--- src/rtl/ccd_ik_pkg.sv ---
// Shared constants, types and tables for the CCD inverse-kinematics solver.
package ccd_ik_pkg;

  localparam int MAX_JOINTS   = 8;
  localparam int JW           = 3;              // joint index width
  localparam int NW           = 4;              // joint count width (holds MAX_JOINTS)
  localparam int FRAC_BITS    = 8;
  localparam int PW           = 16 + FRAC_BITS; // global position width
  localparam int CW           = 28;             // CORDIC datapath width
  localparam int AW           = 32;             // CORDIC angle width (full turn = 2^32)
  localparam int CORDIC_STEPS = 16;
  localparam int STEP_W       = 5;
  localparam int PRW          = CW + 31;        // gain product width
  localparam longint INV_GAIN = 652032874;

  typedef enum logic [1:0] {
    CMD_LOAD   = 2'd0,
    CMD_SOLVE  = 2'd1,
    CMD_REPORT = 2'd2,
    CMD_NONE   = 2'd3
  } cmd_t;

  localparam logic CFG_JOINT_COUNT = 1'b0;
  localparam logic CFG_MAX_ITER    = 1'b1;

  typedef struct packed {
    logic start;
    logic vec;     // 1: vectoring (atan2), 0: rotation
  } cordic_req_t;

  typedef struct packed {
    logic [JW-1:0]      joint;
    logic signed [15:0] x;
    logic signed [15:0] y;
    logic               no_joints;
    logic               last;
  } res_t;

  typedef enum logic [2:0] {
    CS_IDLE,
    CS_STEP,
    CS_G1,
    CS_G2,
    CS_G3
  } cordic_state_t;

  typedef enum logic [3:0] {
    S_IDLE,
    S_EMPTY,
    S_FK_START,
    S_FK_BASE,
    S_FK_RD,
    S_FK_SEG,
    S_FK_ROT,
    S_AT_RD,
    S_AT_T,
    S_AT_TW,
    S_AT_EW,
    S_EM_RD,
    S_EM_OUT
  } core_state_t;

  // atan(2^-i) in 32-bit turns
  function automatic logic [AW-1:0] atan_turn(input logic [STEP_W-1:0] i);
    logic [AW-1:0] r;
    case (i)
      5'd0:  r = 32'd536870912;
      5'd1:  r = 32'd316933406;
      5'd2:  r = 32'd167458907;
      5'd3:  r = 32'd85004756;
      5'd4:  r = 32'd42667331;
      5'd5:  r = 32'd21354465;
      5'd6:  r = 32'd10679838;
      5'd7:  r = 32'd5340245;
      5'd8:  r = 32'd2670163;
      5'd9:  r = 32'd1335087;
      5'd10: r = 32'd667544;
      5'd11: r = 32'd333772;
      5'd12: r = 32'd166886;
      5'd13: r = 32'd83443;
      5'd14: r = 32'd41722;
      5'd15: r = 32'd20861;
      5'd16: r = 32'd10430;
      5'd17: r = 32'd5215;
      5'd18: r = 32'd2608;
      5'd19: r = 32'd1304;
      5'd20: r = 32'd652;
      5'd21: r = 32'd326;
      5'd22: r = 32'd163;
      5'd23: r = 32'd81;
      default: r = '0;
    endcase
    return r;
  endfunction

endpackage

--- src/rtl/ccd_ik_cordic.sv ---
// Iterative CORDIC unit: rotation with gain correction, and atan2 by vectoring.
module ccd_ik_cordic
  import ccd_ik_pkg::*;
(
  input  logic                 clk,
  input  logic                 rst_n,
  input  cordic_req_t          req,
  input  logic signed [CW-1:0] x_in,
  input  logic signed [CW-1:0] y_in,
  input  logic [AW-1:0]        ang_in,
  output logic                 done,
  output logic signed [CW-1:0] x_out,
  output logic signed [CW-1:0] y_out,
  output logic [AW-1:0]        ang_out
);

  localparam logic signed [PRW-1:0] GAIN_K = PRW'(INV_GAIN);
  localparam logic signed [PRW-1:0] RND    = PRW'(64'd1 << 29);

  cordic_state_t st_r, st_nxt;
  logic signed [CW-1:0]  x_r, x_nxt, y_r, y_nxt, xo_r, xo_nxt, yo_r, yo_nxt;
  logic signed [AW-1:0]  z_r, z_nxt;
  logic [STEP_W-1:0]     step_r, step_nxt;
  logic                  vec_r, vec_nxt, base_r, base_nxt, done_r, done_nxt;
  logic signed [PRW-1:0] prod_r, prod_nxt, prod_rnd;
  logic signed [CW-1:0]  sx, sy;
  logic signed [AW-1:0]  at;
  logic [1:0]            quad;

  always_comb begin
    st_nxt   = st_r;
    x_nxt    = x_r;
    y_nxt    = y_r;
    z_nxt    = z_r;
    step_nxt = step_r;
    vec_nxt  = vec_r;
    base_nxt = base_r;
    prod_nxt = prod_r;
    xo_nxt   = xo_r;
    yo_nxt   = yo_r;
    done_nxt = 1'b0;
    sx       = x_r;
    sy       = y_r;
    sx       = y_r >>> step_r;
    sy       = x_r >>> step_r;
    at       = atan_turn(step_r);
    quad     = ang_in[AW-1:AW-2];
    prod_rnd = (prod_r + RND) >>> 30;
    case (st_r)
      CS_IDLE: begin
        if (req.start) begin
          vec_nxt  = req.vec;
          step_nxt = '0;
          base_nxt = 1'b0;
          x_nxt    = x_in;
          y_nxt    = y_in;
          if (req.vec) begin
            z_nxt = '0;
            if (x_in == '0 && y_in == '0) begin
              done_nxt = 1'b1;             // atan2(0,0) is zero
            end else begin
              if (x_in < 0) begin
                x_nxt    = -x_in;
                y_nxt    = -y_in;
                base_nxt = 1'b1;
              end
              st_nxt = CS_STEP;
            end
          end else begin
            z_nxt = ang_in;
            if (quad == 2'b01 || quad == 2'b10) begin
              x_nxt = -x_in;
              y_nxt = -y_in;
              z_nxt = ang_in + {1'b1, {(AW-1){1'b0}}};
            end
            st_nxt = CS_STEP;
          end
        end
      end
      CS_STEP: begin
        if (vec_r) begin
          if (y_r > 0) begin
            x_nxt = x_r + sx; y_nxt = y_r - sy; z_nxt = z_r + at;
          end else begin
            x_nxt = x_r - sx; y_nxt = y_r + sy; z_nxt = z_r - at;
          end
        end else begin
          if (!z_r[AW-1]) begin
            x_nxt = x_r - sx; y_nxt = y_r + sy; z_nxt = z_r - at;
          end else begin
            x_nxt = x_r + sx; y_nxt = y_r - sy; z_nxt = z_r + at;
          end
        end
        step_nxt = step_r + 1'b1;
        if (step_r == STEP_W'(CORDIC_STEPS - 1)) begin
          if (vec_r) begin
            done_nxt = 1'b1;
            st_nxt   = CS_IDLE;
          end else begin
            st_nxt = CS_G1;
          end
        end
      end
      CS_G1: begin
        prod_nxt = PRW'(x_r) * GAIN_K;
        st_nxt   = CS_G2;
      end
      CS_G2: begin
        xo_nxt   = prod_rnd[CW-1:0];
        prod_nxt = PRW'(y_r) * GAIN_K;
        st_nxt   = CS_G3;
      end
      CS_G3: begin
        yo_nxt   = prod_rnd[CW-1:0];
        done_nxt = 1'b1;
        st_nxt   = CS_IDLE;
      end
      default: st_nxt = CS_IDLE;
    endcase
  end

  always_ff @(posedge clk) begin
    if (!rst_n) begin
      st_r   <= CS_IDLE;
      done_r <= 1'b0;
    end else begin
      st_r   <= st_nxt;
      done_r <= done_nxt;
    end
    x_r    <= x_nxt;
    y_r    <= y_nxt;
    z_r    <= z_nxt;
    step_r <= step_nxt;
    vec_r  <= vec_nxt;
    base_r <= base_nxt;
    prod_r <= prod_nxt;
    xo_r   <= xo_nxt;
    yo_r   <= yo_nxt;
  end

  assign done    = done_r;
  assign x_out   = xo_r;
  assign y_out   = yo_r;
  assign ang_out = z_r + {base_r, {(AW-1){1'b0}}};

endmodule

--- src/rtl/ccd_ik_core.sv ---
// Solver sequencer: joint memories, forward kinematics, CCD update and result reads.
module ccd_ik_core
  import ccd_ik_pkg::*;
(
  input  logic               clk,
  input  logic               rst_n,
  input  logic               in_valid,
  output logic               in_ready,
  input  logic [1:0]         in_command,
  input  logic [JW-1:0]      in_joint_index,
  input  logic signed [15:0] in_pos_x,
  input  logic signed [15:0] in_pos_y,
  input  logic               cfg_we,
  input  logic               cfg_index,
  input  logic [7:0]         cfg_wdata,
  output logic               res_valid,
  input  logic               res_ready,
  output res_t               res
);

  localparam logic signed [PW:0] POS_MAX = (PW+1)'((64'd1 << (PW-1)) - 1);
  localparam logic signed [PW:0] POS_MIN = -(PW+1)'(64'd1 << (PW-1));

  // memories, read data registered
  logic [31:0]   rest_mem [MAX_JOINTS];
  logic [15:0]   ang_mem  [MAX_JOINTS];
  logic [2*PW-1:0] gl_mem [MAX_JOINTS];
  logic [MAX_JOINTS-1:0] ang_vld_r;
  logic [31:0]   rest_q;
  logic [15:0]   ang_q;
  logic          ang_vq;
  logic [2*PW-1:0] gl_q;

  logic [JW-1:0] rest_ra, ang_ra, gl_ra, rest_wa, ang_wa, gl_wa;
  logic          rest_we, ang_we, gl_we;
  logic [31:0]   rest_wd;
  logic [15:0]   ang_wd;
  logic [2*PW-1:0] gl_wd;

  core_state_t st_r, st_nxt;
  logic [NW-1:0] jc_r, n_r, n_nxt, k_r, k_nxt, n_cfg;
  logic [7:0]    mi_r, it_r, it_nxt;
  logic [JW-1:0] j_r, j_nxt;
  logic          solve_r, solve_nxt;
  logic signed [PW-1:0] tx_r, tx_nxt, ty_r, ty_nxt;
  logic signed [PW-1:0] pgx_r, pgx_nxt, pgy_r, pgy_nxt, gjx_r, gjx_nxt, gjy_r, gjy_nxt;
  logic signed [15:0]   prx_r, prx_nxt, pry_r, pry_nxt;
  logic [15:0]   acc_r, acc_nxt, angj_r, angj_nxt, ang_rd, inc;
  logic [AW-1:0] at_r, at_nxt, delta;

  cordic_req_t          creq;
  logic signed [CW-1:0] cx, cy, crx, cry;
  logic [AW-1:0]        cang, cang_out;
  logic                 cdone;

  logic signed [PW-1:0] rqx, rqy, gqx, gqy, sat_x, sat_y;
  logic signed [16:0]   rdx, rdy;
  logic signed [CW:0]   sum_x, sum_y;
  logic signed [PW:0]   pix_x, pix_y;

  ccd_ik_cordic u_cordic (
    .clk    (clk),
    .rst_n  (rst_n),
    .req    (creq),
    .x_in   (cx),
    .y_in   (cy),
    .ang_in (cang),
    .done   (cdone),
    .x_out  (crx),
    .y_out  (cry),
    .ang_out(cang_out)
  );

  always_comb begin
    n_cfg = (jc_r > NW'(MAX_JOINTS)) ? NW'(MAX_JOINTS) : jc_r;
    rqx   = PW'($signed(rest_q[31:16])) <<< FRAC_BITS;
    rqy   = PW'($signed(rest_q[15:0])) <<< FRAC_BITS;
    gqx   = $signed(gl_q[2*PW-1:PW]);
    gqy   = $signed(gl_q[PW-1:0]);
    rdx   = 17'($signed(rest_q[31:16])) - 17'(prx_r);
    rdy   = 17'($signed(rest_q[15:0])) - 17'(pry_r);
    ang_rd = ang_vq ? ang_q : 16'd0;
    sum_x = (CW+1)'(pgx_r) + (CW+1)'(crx);
    sum_y = (CW+1)'(pgy_r) + (CW+1)'(cry);
    sat_x = (sum_x > POS_MAX) ? PW'(POS_MAX) : (sum_x < POS_MIN) ? PW'(POS_MIN) : PW'(sum_x);
    sat_y = (sum_y > POS_MAX) ? PW'(POS_MAX) : (sum_y < POS_MIN) ? PW'(POS_MIN) : PW'(sum_y);
    delta = at_r - cang_out;
    inc   = 16'((delta + 32'h8000) >> 16);
    pix_x = ((PW+1)'(gqx) + (PW+1)'(1 << (FRAC_BITS-1))) >>> FRAC_BITS;
    pix_y = ((PW+1)'(gqy) + (PW+1)'(1 << (FRAC_BITS-1))) >>> FRAC_BITS;
  end

  always_comb begin
    st_nxt    = st_r;
    n_nxt     = n_r;
    k_nxt     = k_r;
    j_nxt     = j_r;
    it_nxt    = it_r;
    solve_nxt = solve_r;
    tx_nxt    = tx_r;
    ty_nxt    = ty_r;
    pgx_nxt   = pgx_r;
    pgy_nxt   = pgy_r;
    gjx_nxt   = gjx_r;
    gjy_nxt   = gjy_r;
    prx_nxt   = prx_r;
    pry_nxt   = pry_r;
    acc_nxt   = acc_r;
    angj_nxt  = angj_r;
    at_nxt    = at_r;
    in_ready  = 1'b0;
    res_valid = 1'b0;
    res       = '0;
    creq      = '0;
    cx        = '0;
    cy        = '0;
    cang      = '0;
    rest_ra   = k_r[JW-1:0];
    ang_ra    = JW'(k_r - 1'b1);
    gl_ra     = k_r[JW-1:0];
    rest_we   = 1'b0;
    rest_wa   = in_joint_index;
    rest_wd   = {in_pos_x, in_pos_y};
    ang_we    = 1'b0;
    ang_wa    = in_joint_index;
    ang_wd    = '0;
    gl_we     = 1'b0;
    gl_wa     = k_r[JW-1:0];
    gl_wd     = {sat_x, sat_y};
    case (st_r)
      S_IDLE: begin
        in_ready = 1'b1;
        if (in_valid) begin
          n_nxt  = n_cfg;
          tx_nxt = PW'(in_pos_x) <<< FRAC_BITS;
          ty_nxt = PW'(in_pos_y) <<< FRAC_BITS;
          case (cmd_t'(in_command))
            CMD_LOAD: begin
              rest_we = 1'b1;
              ang_we  = 1'b1;
            end
            CMD_SOLVE, CMD_REPORT: begin
              if (n_cfg == '0) begin
                st_nxt = S_EMPTY;
              end else begin
                solve_nxt = (cmd_t'(in_command) == CMD_SOLVE) && (mi_r != '0);
                j_nxt     = JW'(n_cfg - 1'b1);
                it_nxt    = '0;
                st_nxt    = S_FK_START;
              end
            end
            default: ;
          endcase
        end
      end
      S_EMPTY: begin
        res_valid     = 1'b1;
        res.no_joints = 1'b1;
        res.last      = 1'b1;
        if (res_ready) st_nxt = S_IDLE;
      end
      S_FK_START: begin
        rest_ra = '0;
        st_nxt  = S_FK_BASE;
      end
      S_FK_BASE: begin
        gl_we   = 1'b1;
        gl_wa   = '0;
        gl_wd   = {rqx, rqy};
        pgx_nxt = rqx;
        pgy_nxt = rqy;
        prx_nxt = $signed(rest_q[31:16]);
        pry_nxt = $signed(rest_q[15:0]);
        acc_nxt = '0;
        k_nxt   = NW'(1);
        if (n_r == NW'(1)) begin
          k_nxt  = '0;
          st_nxt = solve_r ? S_AT_RD : S_EM_RD;
        end else begin
          st_nxt = S_FK_RD;
        end
      end
      S_FK_RD: begin
        st_nxt = S_FK_SEG;
      end
      S_FK_SEG: begin
        acc_nxt    = acc_r + ang_rd;
        prx_nxt    = $signed(rest_q[31:16]);
        pry_nxt    = $signed(rest_q[15:0]);
        creq.start = 1'b1;
        creq.vec   = 1'b0;
        cx         = CW'(rdx) <<< FRAC_BITS;
        cy         = CW'(rdy) <<< FRAC_BITS;
        cang       = {acc_nxt, 16'd0};
        st_nxt     = S_FK_ROT;
      end
      S_FK_ROT: begin
        if (cdone) begin
          gl_we   = 1'b1;
          pgx_nxt = sat_x;
          pgy_nxt = sat_y;
          if (k_r == n_r - 1'b1) begin
            k_nxt  = '0;
            st_nxt = solve_r ? S_AT_RD : S_EM_RD;
          end else begin
            k_nxt  = k_r + 1'b1;
            st_nxt = S_FK_RD;
          end
        end
      end
      S_AT_RD: begin
        gl_ra  = j_r;
        ang_ra = j_r;
        st_nxt = S_AT_T;
      end
      S_AT_T: begin
        gjx_nxt    = gqx;
        gjy_nxt    = gqy;
        angj_nxt   = ang_rd;
        creq.start = 1'b1;
        creq.vec   = 1'b1;
        cx         = CW'(tx_r) - CW'(gqx);
        cy         = CW'(ty_r) - CW'(gqy);
        st_nxt     = S_AT_TW;
      end
      S_AT_TW: begin
        if (cdone) begin
          at_nxt     = cang_out;
          creq.start = 1'b1;
          creq.vec   = 1'b1;
          cx         = CW'(pgx_r) - CW'(gjx_r);
          cy         = CW'(pgy_r) - CW'(gjy_r);
          st_nxt     = S_AT_EW;
        end
      end
      S_AT_EW: begin
        if (cdone) begin
          ang_we = 1'b1;
          ang_wa = j_r;
          ang_wd = angj_r + inc;
          st_nxt = S_FK_START;
          if (j_r == '0) begin
            it_nxt = it_r + 1'b1;
            j_nxt  = JW'(n_r - 1'b1);
            if (it_nxt == mi_r) solve_nxt = 1'b0;
          end else begin
            j_nxt = j_r - 1'b1;
          end
        end
      end
      S_EM_RD: begin
        st_nxt = S_EM_OUT;
      end
      S_EM_OUT: begin
        res_valid = 1'b1;
        res.joint = k_r[JW-1:0];
        res.x     = (pix_x > 17'sd32767) ? 16'sh7fff :
                    (pix_x < -17'sd32768) ? 16'sh8000 : 16'(pix_x);
        res.y     = (pix_y > 17'sd32767) ? 16'sh7fff :
                    (pix_y < -17'sd32768) ? 16'sh8000 : 16'(pix_y);
        res.last  = (k_r == n_r - 1'b1);
        if (res_ready) begin
          if (res.last) begin
            st_nxt = S_IDLE;
          end else begin
            k_nxt  = k_r + 1'b1;
            st_nxt = S_EM_RD;
          end
        end
      end
      default: st_nxt = S_IDLE;
    endcase
  end

  // memories: one write and one registered read each; the sequence never
  // uses read data of an entry from the cycle it is written
  always_ff @(posedge clk) begin
    if (rest_we) rest_mem[rest_wa] <= rest_wd;
    if (ang_we)  ang_mem[ang_wa]   <= ang_wd;
    if (gl_we)   gl_mem[gl_wa]     <= gl_wd;
    rest_q <= rest_mem[rest_ra];
    ang_q  <= ang_mem[ang_ra];
    ang_vq <= ang_vld_r[ang_ra];
    gl_q   <= gl_mem[gl_ra];
  end

  always_ff @(posedge clk) begin
    if (!rst_n) begin
      st_r      <= S_IDLE;
      jc_r      <= '0;
      mi_r      <= 8'd10;
      ang_vld_r <= '0;
      solve_r   <= 1'b0;
    end else begin
      st_r    <= st_nxt;
      solve_r <= solve_nxt;
      if (ang_we) ang_vld_r[ang_wa] <= 1'b1;
      if (cfg_we) begin
        if (cfg_index == CFG_JOINT_COUNT) jc_r <= cfg_wdata[NW-1:0];
        if (cfg_index == CFG_MAX_ITER)    mi_r <= cfg_wdata;
      end
    end
    n_r    <= n_nxt;
    k_r    <= k_nxt;
    j_r    <= j_nxt;
    it_r   <= it_nxt;
    tx_r   <= tx_nxt;
    ty_r   <= ty_nxt;
    pgx_r  <= pgx_nxt;
    pgy_r  <= pgy_nxt;
    gjx_r  <= gjx_nxt;
    gjy_r  <= gjy_nxt;
    prx_r  <= prx_nxt;
    pry_r  <= pry_nxt;
    acc_r  <= acc_nxt;
    angj_r <= angj_nxt;
    at_r   <= at_nxt;
  end

endmodule

--- src/rtl/ccd_inverse_kinematics_2d_unit.sv ---
// Top level of the planar CCD inverse-kinematics solver with its output register.
//
//   channel  | handshake            | payload
//   ---------+----------------------+---------------------------------------------
//   in       | in_valid / in_ready  | in_command, in_joint_index, in_pos_x, in_pos_y
//   out      | out_valid / out_ready| out_joint, out_x, out_y, out_no_joints, out_last
//   cfg      | cfg_we (no wait)     | cfg_index, cfg_wdata
//
// Load: no result. Report: one beat per joint for n joints; n = 0 gives a no_joints beat.
// Solve: max_iterations sweeps of joint updates plus a final report; the
// iterative CORDIC unit (16 steps, gain states G1 to G3 and a registered done per
// rotation; steps and done per atan2) sets the pace, one item in flight at a time.
// Reset (rst_n low, synchronous) clears the sequencer, joint count and joint angles
// and sets max_iterations to 10. A stalled out channel holds the result beat in the
// output register and the sequencer waits behind it; a new input beat is taken once
// the last result is handed to that register.
module ccd_inverse_kinematics_2d_unit
  import ccd_ik_pkg::*;
(
  input  logic               clk,
  input  logic               rst_n,
  input  logic               in_valid,
  output logic               in_ready,
  input  logic [1:0]         in_command,
  input  logic [2:0]         in_joint_index,
  input  logic signed [15:0] in_pos_x,
  input  logic signed [15:0] in_pos_y,
  output logic               out_valid,
  input  logic               out_ready,
  output logic [2:0]         out_joint,
  output logic signed [15:0] out_x,
  output logic signed [15:0] out_y,
  output logic               out_no_joints,
  output logic               out_last,
  input  logic               cfg_we,
  input  logic               cfg_index,
  input  logic [7:0]         cfg_wdata
);

  logic res_valid, res_ready;
  res_t res;
  logic out_valid_r, out_valid_nxt;
  res_t out_r;

  ccd_ik_core u_core (
    .clk           (clk),
    .rst_n         (rst_n),
    .in_valid      (in_valid),
    .in_ready      (in_ready),
    .in_command    (in_command),
    .in_joint_index(in_joint_index),
    .in_pos_x      (in_pos_x),
    .in_pos_y      (in_pos_y),
    .cfg_we        (cfg_we),
    .cfg_index     (cfg_index),
    .cfg_wdata     (cfg_wdata),
    .res_valid     (res_valid),
    .res_ready     (res_ready),
    .res           (res)
  );

  // output register: refills in the cycle its beat is taken
  assign res_ready = !out_valid_r || out_ready;

  always_comb begin
    out_valid_nxt = out_valid_r;
    if (out_ready) out_valid_nxt = 1'b0;
    if (res_valid && res_ready) out_valid_nxt = 1'b1;
  end

  always_ff @(posedge clk) begin
    if (!rst_n) begin
      out_valid_r <= 1'b0;
    end else begin
      out_valid_r <= out_valid_nxt;
    end
    if (res_valid && res_ready) out_r <= res;
  end

  assign out_valid     = out_valid_r;
  assign out_joint     = out_r.joint;
  assign out_x         = out_r.x;
  assign out_y         = out_r.y;
  assign out_no_joints = out_r.no_joints;
  assign out_last      = out_r.last;

`ifndef SYNTHESIS
  // empty-chain error is always a single, final beat
  a_empty_last: assert property (@(posedge clk) disable iff (!rst_n)
    out_valid && out_no_joints |-> out_last)
    else $error("empty-chain result without last");

  // empty-chain error carries zero payload
  a_empty_zero: assert property (@(posedge clk) disable iff (!rst_n)
    out_valid && out_no_joints |-> out_x == '0 && out_y == '0 && out_joint == '0)
    else $error("empty-chain result with payload");

  // sequencer only produces results while it is busy with an item
  a_res_busy: assert property (@(posedge clk) disable iff (!rst_n)
    res_valid |-> !in_ready)
    else $error("result produced while idle");
`endif

endmodule

--- config.mk ---
export PLATFORM = sky130hd
export DESIGN_NAME = ccd_inverse_kinematics_2d_unit
export DESIGN_NICKNAME = d
export VERILOG_FILES = /design/src/rtl/ccd_ik_pkg.sv /design/src/rtl/ccd_ik_cordic.sv /design/src/rtl/ccd_ik_core.sv /design/src/rtl/ccd_inverse_kinematics_2d_unit.sv
export SDC_FILE = /design/constraint.sdc
export NUM_CORES = 2
export LEC_CHECK = 0
export ABC_AREA = 1
export BUFFER_PORTS_ARGS = -buffer_cell sky130_fd_sc_hd__buf_2
export CELL_PAD_IN_SITES_DETAIL_PLACEMENT = 1
export CELL_PAD_IN_SITES_GLOBAL_PLACEMENT = 2
export CORE_MARGIN = 2
export CORE_UTILIZATION = 45
export DETAILED_ROUTE_END_ITERATION = 6
export GPL_ROUTABILITY_DRIVEN = 1
export GPL_TIMING_DRIVEN = 0
export PLACE_DENSITY_LB_ADDON = 0.2
export SYNTH_ARGS = -nofsm -noshare
export SYNTH_HDL_FRONTEND = slang
export SYNTH_SLANG_ARGS = --single-unit
--- constraint.sdc ---
create_clock -name clk -period 20.8 [get_ports clk]
set_input_delay 3.12 -clock clk [delete_from_list [all_inputs] [get_ports clk]]
set_output_delay 3.12 -clock clk [all_outputs]
set_load 0.02 [all_outputs]
==> results.md <==
- CTS Buf Count: 159
- Worst-skew pair later-pin latency: approximately 870 ps
- Mapped Nets: 14600
- CTS tree: built
- Inst Count DP: 16200
- First-pass GRT wire length: between 600 and 700 mm
- Post-DR wirelength/cell: around 29 um
- Mapped Cells: 12700
- Max Cap Violations: 5
- CTS root buffer: clkbuf_16
- H-tree depth: 4
- Most common cell after layout, fill and taps aside: inv_1
- GRT Total Usage: 37.3%
- Synth Flop Type: edfxtp_1
- Fin area: 0.124 mm2
- Longest Clk Path Bufs: 3
- Measured slew at the worst slew-check pin: about 1600 ps
- Fin Clk Skew: 95.6 ps
- TritonRoute pass-1 iters: 5
- YS warnings: 0
- # Post-CTS Setup Buffers: 0
- Chip width: ~500 um
- Layout cell share with drive strength beyond 1: around 5.7%
- Final core occ: 49.8%
- CP max stage cell: edfxtp_1
- Hold Vio Cnt, Final: 0
- Critical path buffer and inverter count: 7
- Die area: 0.254 mm2
- Worst-case hold slack: about 470 ps
- Fin crit period: around 9700 ps
- Leakage Power: 55.7 nW
- CP max FO: 11
- GR Overflow Total: 0
- Die H: 504 um
- Ports: 90
- PortBufs: 89
- Critical path type: flip-flop to flip-flop
- Syn Area/Cell: 8.84 um2
- Post-synth top area share: around a third
- Vias in the first global route: 101000
- Largest net degree at the start of global routing: 65
- Dpl ws: between 10000 and 15000 ps
- Initial antenna violation count: 46
- Worst Slack Setup Final: 11110 ps
- Cts hold-fix bufs: 0
- Max VDD drop: between 0.0001 and 0.00015 V
- Vias: around 96000
- Most frequent cells in the layout: inv_1 (2215), nand2_1 (1925), nor2_1 (1232)
- Worst path max stage delay: between 1000 and 1500 ps
- Crit-path cells: inv_1 > ha_1 > inv_1 > fa_1 > inv_1 > fa_1 > fa_1 > inv_1 > fa_1 > inv_1 > fa_1 > inv_1 > fa_1 > ha_1 > ha_1 > nand2_1 > nor2_1 > inv_1 > nor4_1 > o2111ai_1 > nand3_1 > a21oi_1 > o21ai_0 > nand2_1
- Initial core utilization: between 40 and 50%
- WP data arrival: 10190 ps
- Clk sinks: around 1400
- Delay-heaviest family, CP: adder cells
- FILL cells: 29000
- DRC Markers: 0
- Final #Nets: approximately 15000
- FP Rows: approximately 180
- Finished Layout Cells: 16600
- Total power: 8.16 mW
- WL final: just under 500 mm
- Register area share after synthesis: roughly 36%
- Worst endpoint required time: about 21000 ps
- CP startpoint kind: flip-flop
- Synth area leaders: edfxtp_1 (33%), fa_1 (13%), ha_1 (12%), inv_1 (7.4%), nand2_1 (6.4%)
- Power Density: ~66 mW/mm2
- Clk pin slew, worst setup/hold paths: 60 ps
- Synth area leader: edfxtp_1
- Failing checks: capacitance limit, slew limit
- Critical path capture point type: flip-flop
- Hold Path Class: flip-flop to flip-flop
- Placed inst area: around 0.12 mm2
- Slew headroom: -3.79%
- Status: finished, violations left
- Yosys reg bits: ~1400
- Gp weighted congestion: approximately 1
- Async SR Flop Fraction: 0%
- DRT antenna net count: 0
- Sum Neg Setup Slack: 0 ps
- Max-slew violations: 33
- Worst path most repeated cell: inv_1
- Post-synth EDFFs: roughly 1200
- HPWL after detailed placement: ~400 mm
- Core area: roughly 0.25 mm2
- Final setup fails: 0
- Max Freq: 103 MHz
- Post-CTS Resized: 0
- Final period utilization: between 40 and 50%
- Area grow syn2layout: 9.88%
- Vias per cell: 5.83
- Post-Syn Area: 0.113 mm2
- Synth cell types: 77
- Unrepaired setup endpoints after global routing: no
- Drt initial violations: approximately 8700
==> final cells by class <==
class	count	area (um2)	share of cell area, %
clock inverter	94	1030	0.836
buffer	339	1410	1.14
antenna	34	85.1	0.0687
clock buffer	199	4260	3.44
timing repair buffer	152	1370	1.11
multi-input combinational	8764	62900	50.9
sequential	1385	40000	32.3
inverter	2257	8480	6.85
tap	3330	4170	3.37
==> flip-flops by register name, indices dropped and copies added (netlist names), 24 cells and up <==
signal / cells
u_core.gjy_r: 24
u_core.u_cordic.y_r: 28
u_core.u_cordic.x_r: 28
u_core.u_cordic.x_out: 28
u_core.pgy_r: 24
u_core.rest_q: 32
u_core.ang_mem: 128
u_core.rest_mem: 256
u_core.gl_mem: 384
u_core.at_r: 32
u_core.pgx_r: 24
u_core.u_cordic.at: 30
u_core.u_cordic.y_out: 28
u_core.gl_q: 48
u_core.u_cordic.z_r: 32
u_core.gjx_r: 24
u_core.u_cordic.prod_r: 29
==> worst register-to-register path: cells and delay by family, from the launching register on <==
family	cells	cell delay (ps)
AO/OA/AOI/OAI	3	870
adder cells (fa/ha/maj)	9	4570
buffers and inverters	7	1090
flip-flops	1	1380
AND/OR/NAND/NOR	5	1490
==> final timing paths <==
| kind | from | to | slack [ps] | cells after the start |
|---|---|---|---|---|
| worst max-delay path | u_core.u_cordic.x_r[8]$_DFFE_PP_ | u_core.u_cordic.prod_r[43]$_DFFE_PN_ | 11110 | 24 |
| worst min-delay path | u_core.ang_vld_r[5]$_SDFFE_PN0P_ | u_core.ang_vld_r[5]$_SDFFE_PN0P_ | 470 | 2 |
| worst max register to register | u_core.u_cordic.x_r[8]$_DFFE_PP_ | u_core.u_cordic.prod_r[43]$_DFFE_PN_ | 11110 | 24 |
| worst min register to register | u_core.ang_vld_r[5]$_SDFFE_PN0P_ | u_core.ang_vld_r[5]$_SDFFE_PN0P_ | 470 | 2 |
==> per-layer routing <==
layer | vias to the layer above | GRT usage [%] | share of wire [%]
met5 | - | 0 | 0.013
met4 | 10 | 17.8 | 5.7
met3 | 821 | 6.62 | 7.1
met2 | 3501 | 59.4 | 45
met1 | 49000 | 49.3 | 42
li1 | 43100 | - | -
==> logic make-up (layout without fill, tap and decap cells) <==
| group | after synthesis | after routing | synth area share [%] |
|---|---|---|---|
| AND/OR/NAND/NOR | 4248 | 4248 | 16.1 |
| multiplexers | 37 | 37 | 0.329 |
| adder cells (fa/ha/maj) | 1823 | 1823 | 25.0 |
| AO/OA/AOI/OAI | 2436 | 2436 | 12.6 |
| XOR/XNOR | 220 | 220 | 1.71 |
| buffers and inverters | 2596 | 3041 | 8.77 |
| flip-flops | 1385 | 1385 | 35.5 |
| other | 0 | 34 | 0 |
==> power by group <==
part	internal, mW	switching [mW]
combinational	0.622	1.47
sequential	3.10	0.112
clock	1.58	1.27
total	5.31	2.85
==> cells in the mapped netlist (all sizes together) (91+ instances only) <==
cell type,count
inv,2249
nand2,1942
nor2,1287
edfxtp,1228
ha,1109
o21ai,856
a21oi,761
fa,714
nand3,573
clkbuf,248
a31oi,227
dfxtp,157
xor2,155
or2,148
o211ai,145
o21bai,137
nor3,104
o32ai,96
buf,91
(Power assumes the default switching activity.)
